**config.mk**
```make
export PLATFORM = sky130hd
export DESIGN_NAME = gcr_ucode_seq
export DESIGN_NICKNAME = d
export VERILOG_FILES = /design/src/sv/gcr_pkg.sv /design/src/sv/gcr_ucode_seq.sv
export SDC_FILE = /design/constraint.sdc
export NUM_CORES = 1
export LEC_CHECK = 0
export BUFFER_PORTS_ARGS = -buffer_cell sky130_fd_sc_hd__clkbuf_2
export CORE_AREA = 10 10 47 49
export CTS_CLUSTER_SIZE = 30
export DETAILED_ROUTE_END_ITERATION = 12
export DIE_AREA = 0 0 57 59
export GPL_TIMING_DRIVEN = 1
export SLEW_MARGIN = 20
export SYNTH_ARGS = -nofsm -noshare
export SYNTH_HDL_FRONTEND = slang
export SYNTH_SLANG_ARGS = --single-unit
```
**constraint.sdc**
```tcl
create_clock -name clk_i -period 2 [get_ports clk_i]
set_input_delay 0.1 -clock clk_i [delete_from_list [all_inputs] [get_ports clk_i]]
set_output_delay 0.1 -clock clk_i [all_outputs]
set_load 0.02 [all_outputs]
```
**src/sv/gcr_pkg.sv**
```systemverilog
`timescale 1ns / 1ps
// ----------------------------------------------------------------------------
// gcr_pkg
// Shared types, microcode table and palette for the glyph cell renderer.
// ----------------------------------------------------------------------------
package gcr_pkg;

  localparam int unsigned GlyphWidth  = 8;
  localparam int unsigned StrideWidth = 13;
  localparam int unsigned AddrWidth   = 24;
  localparam int unsigned PixelWidth  = 24;
  localparam int unsigned StepWidth   = 3;
  localparam logic [StrideWidth-1:0] StrideReset = 13'd1024;
  localparam logic [7:0] MsbPixelMask = 8'h80;
  localparam logic [3:0] NibbleMask   = 4'b1111;

  typedef logic [StepWidth-1:0] step_t;

  // Program step labels
  localparam step_t StepFetch = 3'd0;
  localparam step_t StepWrite = 3'd1;
  localparam step_t StepSetup = 3'd2;
  localparam step_t StepBase  = 3'd3;
  localparam step_t StepEmit  = 3'd4;

  typedef enum logic [1:0] {
    SEQ_NEXT,   // fall through to the next step
    SEQ_GOTO,   // unconditional jump
    SEQ_KIND,   // hold until a request arrives, draw requests jump
    SEQ_LOOP    // hold, jump once the final row has gone out
  } seq_e;

  typedef struct packed {
    logic  wait_in;
    logic  mem_wr;
    logic  setup;
    logic  load_addr;
    logic  emit;
    seq_e  seq;
    step_t target;
  } ctrl_t;

  typedef struct packed {
    logic in_fire;
    logic kind;
    logic emit_fire;
    logic last;
  } status_t;

  function automatic ctrl_t ucode_rom(input step_t step);
    ctrl_t w;
    w = '{wait_in: 1'b0, mem_wr: 1'b0, setup: 1'b0, load_addr: 1'b0,
          emit: 1'b0, seq: SEQ_GOTO, target: StepFetch};
    unique case (step)
      StepFetch: begin
        w.wait_in = 1'b1;
        w.seq     = SEQ_KIND;
        w.target  = StepSetup;
      end
      StepWrite: begin
        w.mem_wr = 1'b1;
        w.seq    = SEQ_GOTO;
        w.target = StepFetch;
      end
      StepSetup: begin
        w.setup = 1'b1;
        w.seq   = SEQ_NEXT;
      end
      StepBase: begin
        w.load_addr = 1'b1;
        w.seq       = SEQ_NEXT;
      end
      StepEmit: begin
        w.emit   = 1'b1;
        w.seq    = SEQ_LOOP;
        w.target = StepFetch;
      end
      default: begin
        w.seq    = SEQ_GOTO;
        w.target = StepFetch;
      end
    endcase
    return w;
  endfunction

  function automatic logic [PixelWidth-1:0] palette(input logic [3:0] idx);
    logic [PixelWidth-1:0] c;
    case (idx)
      4'd0:    c = 24'h000000;
      4'd1:    c = 24'haa0000;
      4'd2:    c = 24'h00aa00;
      4'd3:    c = 24'haa5500;
      4'd4:    c = 24'h0000aa;
      4'd5:    c = 24'haa00aa;
      4'd6:    c = 24'h00aaaa;
      4'd7:    c = 24'haaaaaa;
      4'd8:    c = 24'h555555;
      4'd9:    c = 24'hff5555;
      4'd10:   c = 24'h55ff55;
      4'd11:   c = 24'hffff55;
      4'd12:   c = 24'h5555ff;
      4'd13:   c = 24'hff55ff;
      4'd14:   c = 24'h55ffff;
      default: c = 24'hffffff;
    endcase
    return c;
  endfunction

endpackage

```
**src/sv/gcr_ucode_seq.sv**
```systemverilog
`timescale 1ns / 1ps
// ----------------------------------------------------------------------------
// gcr_ucode_seq
// Step counter and microcode ROM; branches on datapath status.
// ----------------------------------------------------------------------------
module gcr_ucode_seq import gcr_pkg::*; (
  input  logic    clk_i,
  input  logic    rst_ni,
  input  status_t status_i,
  output ctrl_t   ctrl_o
);

  step_t step_q, step_d;
  ctrl_t word;

  assign word   = ucode_rom(step_q);
  assign ctrl_o = word;

  always_comb begin
    step_d = step_q;
    unique case (word.seq)
      SEQ_NEXT: step_d = step_q + step_t'(1);
      SEQ_GOTO: step_d = word.target;
      SEQ_KIND: begin
        if (status_i.in_fire) begin
          step_d = status_i.kind ? word.target : step_q + step_t'(1);
        end
      end
      SEQ_LOOP: begin
        if (status_i.emit_fire && status_i.last) begin
          step_d = word.target;
        end
      end
      default: step_d = StepFetch;
    endcase
  end

  always_ff @(posedge clk_i or negedge rst_ni) begin
    if (!rst_ni) begin
      step_q <= StepFetch;
    end else begin
      step_q <= step_d;
    end
  end

endmodule

```
==> results of run 1 <==
## final timing paths
check | from | to | slack [ns]
min reg2reg | step_q[1] | step_q[1] | 0.65
max in group asynchronous | rst_ni | step_q[2] | 1.68
max reg2reg | step_q[0] | step_q[1] | 0.32
min | rst_ni | step_q[0] | 0.20
max | step_q[0] | ctrl_o[3] | 0.23
min in group clk_i | status_i[0] | step_q[2] | 0.20
## synth_stat cells (2+ instances only)
master / number / share of area [%]
nand2_1: 2 / 2.2
nand2b_1: 2 / 3.7
ha_1: 5 / 18
buf_4: 4 / 8.9
nor2b_1: 3 / 5.5
inv_1: 3 / 3.3
nor2_1: 2 / 2.2
o21ai_0: 2 / 3.0
dfrtp_1: 3 / 22
## metal layers
layer	vias to the layer above	track usage, %
met5	-	0
met4	0	4.03
met3	2	1.29
met2	13	7.44
met1	130	5.11
li1	159	-
## power groups by stage
stage / clock, mW / combinational, mW / sequential, mW
global placement: 0 / 0.539 / 0.127
finish: 0.108 / 0.542 / 0.128
CTS: 0.111 / 0.546 / 0.127
detailed placement: 0 / 0.541 / 0.128
floorplan: 0 / 0.437 / 0.118
global route: 0.114 / 0.600 / 0.132
## cell families after synthesis
family,count (synthesis)
and+or+nand+nor,13
buffers and inverters,8
AOI/OAI and AO/OA,7
adders and majority gates,5
DFF,3
muxes,2
other,1
## critical path: stages (launching register included)
cell and delay [ns]:
dfrtp_1 0.42, inv_1 0.15, ha_1 0.37, nor2_1 0.13, o22ai_1 0.16, clkbuf_2 0.20
## cell type report
cell class                 count  area [sq um]  share of cell area, %
clock buffer                   4          26.3                   6.10
inverter                       3          11.3                   2.62
multi-input combinational     29           215                   50.0
sequential                     3          75.1                   17.4
tap                           16          20.0                   4.65
timing repair buffer          15          82.6                   19.2
==> key figures, run 1 <==
Timing
  • Sum of negative setup slack: 0 ns
  • Post-route setup slack: 0.226 ns
  • Setup Skew: 0.00345 ns
  • Final setup vio count: 0
  • RSZ-0062 raised after global routing: no
  • Hold Violations, Final: 0
  • Fin crit share: 88.7%
  • Final Max Slew Viols: 0
  • Peak Freq: 564 MHz
  • Post-layout min period: 1.77 ns
  • Final hold slack: 0.203 ns

Routing
  • Routed length on met2: 420 microns
  • Vias/cell: 4.34
  • Detailed-router iteration count before antenna repair: 2
  • Vias: 304
  • WL/cell: 12.0 microns
  • Residual DRC: 0
  • Met1 WL: 343 microns
  • Routed met3 length: 61 microns
  • Initial DRC Count: 5
  • ANT nets after route: 0
  • Routed wire length: 842 microns
  • Highest routed layer: met4

CTS
  • Clock Pin Slew Worst Setup and Hold Paths: 0.04 ns
  • Resize count post-CTS: 0
  • CTS tree: built
  • Max clock buf depth: 2
  • Hold Buf Count CTS: 1
  • CTS root buffer: clkbuf_4
  • Number of setup buffers added after CTS: 0
  • CTS buffer count: 3
  • Clock Sinks: 3
  • Worst skew pair latency: 0.23 ns
  • Htree depth: 1

Power
  • Net Switching: 397 uW
  • Cell internal pwr: 380 uW
  • Power share of the sequential group: 16.5%
  • Pleak: 0.229 nW
  • Switching Fraction: 51.1%
  • Clk pwr share: 13.9%
  • Total power: 777 uW
  • Power density over the cells: 1810 nW/um^2
  • Gate power share: 69.7%
  • Worst vdd ir: 517 uV

Worst setup path
  • Worst EP arrival: 1.67 ns
  • Critical path peak fanout: 11
  • CP Capture Type: output pin
  • CP startpoint kind: register
  • Crit Path Class: reg -> out
  • CP Data Required Time: 1.90 ns
  • Reg2Reg Depth: 5

Place
  • Pre-CTS WS: 0.342 ns
  • Port buffer count: 13
  • GP Congestion: 0.749
  • Cells after DPL: 65
  • Placed Area: 394 sq um
  • Final HPWL DP: 701 microns

Finish
  • Largest registers: step_q x3
  • Final #Nets: 66
  • Number of antenna diodes: 0
  • Layout cell share with drive strength beyond 1: 31.5%
  • Fin cells: 70
  • Largest Register: step_q
  • Most common cell after layout, fill and taps aside: clkbuf_2
  • Max FFs per register: 3
  • Fillcell total: 163
  • Post-route cell area: 430 sq um
  • Most frequent cells in the layout: clkbuf_2 (13), ha_1 (5)
  • Layout Area Growth over Synthesis: 26.9%
  • Core Util, Final: 30.7%

Yosys
  • Sequential fraction of the synthesis area: 22.1%
  • Yosys cell types: 22
  • Mux contribution to synthesized area: 6.27%
  • Post-Synthesis Cells: 39
  • Post-synth ARST share: 100%
  • Synth Area in XOR/XNOR: 0%
  • Compound-gate portion of the synthesized area: 14.0%
  • Mapped cell area: 339 sq um
  • Simple-gate share of the synthesized area: 22.5%
  • Post-Synth Adder-Cell Area: 18.5%
  • Largest family of logic cells by synthesized area: simple AND/OR/NAND/NOR gates
  • Mean post-synth cell area: 8.69 sq um
  • FF+latch count, synth: 3
  • Ys flop type: dfrtp_1
  • Post-synth EDFFs: 0
  • Yosys warning count: 0

Run
  • Max_cap viols: 0

Global route
  • Initial antenna violation count: 0
  • Largest net degree at the start of global routing: 12
  • Vias in the first global route: 313
  • First-pass GRT wire length: 1300 microns
  • Global route overflow: 0
  • Tot GR Track Use: 4.71%

Floorplanning
  • Initial core utilization: 24.2%
  • Die width: 57 microns
  • # rows: 14
  • I/O pins: 16
  • Core area: 1400 sq um
  • Die area: 3360 sq um
  • Die height: 59 microns

Status
  • Status: complete, no violations

Min path
  • Hold WC Path Type: in -> async
(Power assumes the default switching activity.)
==> run 2: changes to the inputs <==
--- a/config.mk
+++ b/config.mk
@@ -6,11 +6,14 @@
 export NUM_CORES = 1
 export LEC_CHECK = 0
 export BUFFER_PORTS_ARGS = -buffer_cell sky130_fd_sc_hd__clkbuf_2
+export CELL_PAD_IN_SITES_DETAIL_PLACEMENT = 1
+export CELL_PAD_IN_SITES_GLOBAL_PLACEMENT = 1
 export CORE_AREA = 10 10 47 49
 export CTS_CLUSTER_SIZE = 30
 export DETAILED_ROUTE_END_ITERATION = 12
 export DIE_AREA = 0 0 57 59
 export GPL_TIMING_DRIVEN = 1
+export PLACE_DENSITY_LB_ADDON = 0.1
 export SLEW_MARGIN = 20
 export SYNTH_ARGS = -nofsm -noshare
 export SYNTH_HDL_FRONTEND = slang
==> key figures, run 2 (synthesis results as in run 1) <==
Status
  • Status: complete, no violations

Min path
  • Hold WC Path Type: in -> async

CTS
  • Max clock buf depth: 2
  • CTS root buffer: clkbuf_4
  • Hold Buf Count CTS: 1
  • Resize count post-CTS: 0
  • Clock Pin Slew Worst Setup and Hold Paths: 0.04 ns
  • Number of setup buffers added after CTS: 0
  • CTS buffer count: 3
  • CTS tree: built
  • Worst skew pair latency: 0.24 ns
  • Clock Sinks: 3
  • Htree depth: 1

Worst setup path
  • Worst EP arrival: 1.63 ns
  • CP startpoint kind: register
  • Crit Path Class: reg -> out
  • Critical path peak fanout: 11
  • CP Capture Type: output pin
  • CP Data Required Time: 1.90 ns
  • R2R Setup Slk: 0.33 ns

Global route
  • Global route overflow: 0
  • First-pass GRT wire length: 1640 microns
  • Tot GR Track Use: 5.89%
  • Largest net degree at the start of global routing: 12
  • Vias in the first global route: 360
  • Initial antenna violation count: 0

Floorplanning
  • Die width: 57 microns
  • Die area: 3360 sq um
  • I/O pins: 16
  • Die height: 59 microns
  • Initial core utilization: 24.2%
  • Core area: 1400 sq um
  • # rows: 14

Place
  • Port buffer count: 13
  • GP Congestion: 0.724
  • Final HPWL DP: 748 microns

Finish
  • Final #Nets: 66
  • Fillcell total: 184
  • Most frequent cells in the layout: clkbuf_2 (13), ha_1 (5)
  • Most common cell after layout, fill and taps aside: clkbuf_2
  • Largest Register: step_q
  • Layout cell share with drive strength beyond 1: 31.5%
  • Number of antenna diodes: 0
  • Max FFs per register: 3
  • Register area: 75.1 sq um
  • Largest registers: step_q x3
  • Area of the multi-input gates: 215 sq um
  • Layout Area Growth over Synthesis: 26.9%

Timing
  • Final Max Slew Viols: 0
  • Peak Freq: 579 MHz
  • Final setup vio count: 0
  • Sum of negative setup slack: 0 ns
  • RSZ-0062 raised after global routing: no
  • Hold Violations, Final: 0
  • Post-layout min period: 1.73 ns
  • Setup Skew: 0.00419 ns
  • Fin crit share: 86.4%

Routing
  • Initial DRC Count: 5
  • Detailed-router iteration count before antenna repair: 2
  • Residual DRC: 0
  • ANT nets after route: 0
  • Routed wire length: 902 microns
  • WL/cell: 12.9 microns
  • Vias: 315
  • Vias/cell: 4.50

Power
  • Power density over the cells: 1810 nW/um^2
  • Total power: 779 uW
  • Pleak: 0.229 nW
  • Worst vdd ir: 428 uV

Run
  • Max_cap viols: 0
## run 2: path summary, 6_finish.rpt
path,start,endpoint,cells past startpoint
min reg2reg,step_q[1],step_q[1],2
max reg2reg,step_q[0],step_q[1],5
min,rst_ni,step_q[0],2
max in group asynchronous,rst_ni,step_q[2],2
max,step_q[0],ctrl_o[3],5
min in group clk_i,status_i[0],step_q[2],3
## run 2: power breakdown
part | switching (mW) | internal [mW] | total [mW]
clock | 0.0341 | 0.0750 | 0.109
combinational | 0.328 | 0.213 | 0.541
sequential | 0.0377 | 0.0912 | 0.129
## run 2: layout make-up
cell class / count / area share (%)
sequential: 3 / 17.4
inverter: 3 / 2.62
clock buffer: 4 / 6.10
multi-input combinational: 29 / 50.0
timing repair buffer: 15 / 19.2
tap: 16 / 4.65
## run 2: through the flow
step / hold slack [ns] / utilization, % / cell area, sq um / instances / setup WS [ns]
2_1_floorplan: -0.196 / - / 343 / 40 / 0.327
3_3_place_gp: -0.102 / 28.1 / 394 / 65 / 0.351
3_5_place_dp: -0.0999 / 28.1 / 394 / 65 / 0.337
4_1_cts: 0.196 / 30.7 / 430 / 70 / 0.245
5_1_grt: 0.207 / 30.7 / 430 / 70 / 0.0886
6_report: 0.194 / 30.7 / 430 / 70 / 0.272
## run 2: critical path, cell delays in order, from the launching register on
cell and delay, ns:
dfrtp_1 0.42, inv_1 0.15, ha_1 0.36, nor2_1 0.12
o22ai_1 0.14, clkbuf_2 0.19
## run 2: per-layer routing
| layer | global-route usage [%] | routed length, microns | vias up |
|---|---|---|---|
| li1 | - | - | 159 |
| met1 | 6.32 | 387 | 143 |
| met2 | 8.53 | 376 | 13 |
| met3 | 4.08 | 139 | 0 |
| met4 | 3.02 | 0 | 0 |
| met5 | 0 | 0 | - |
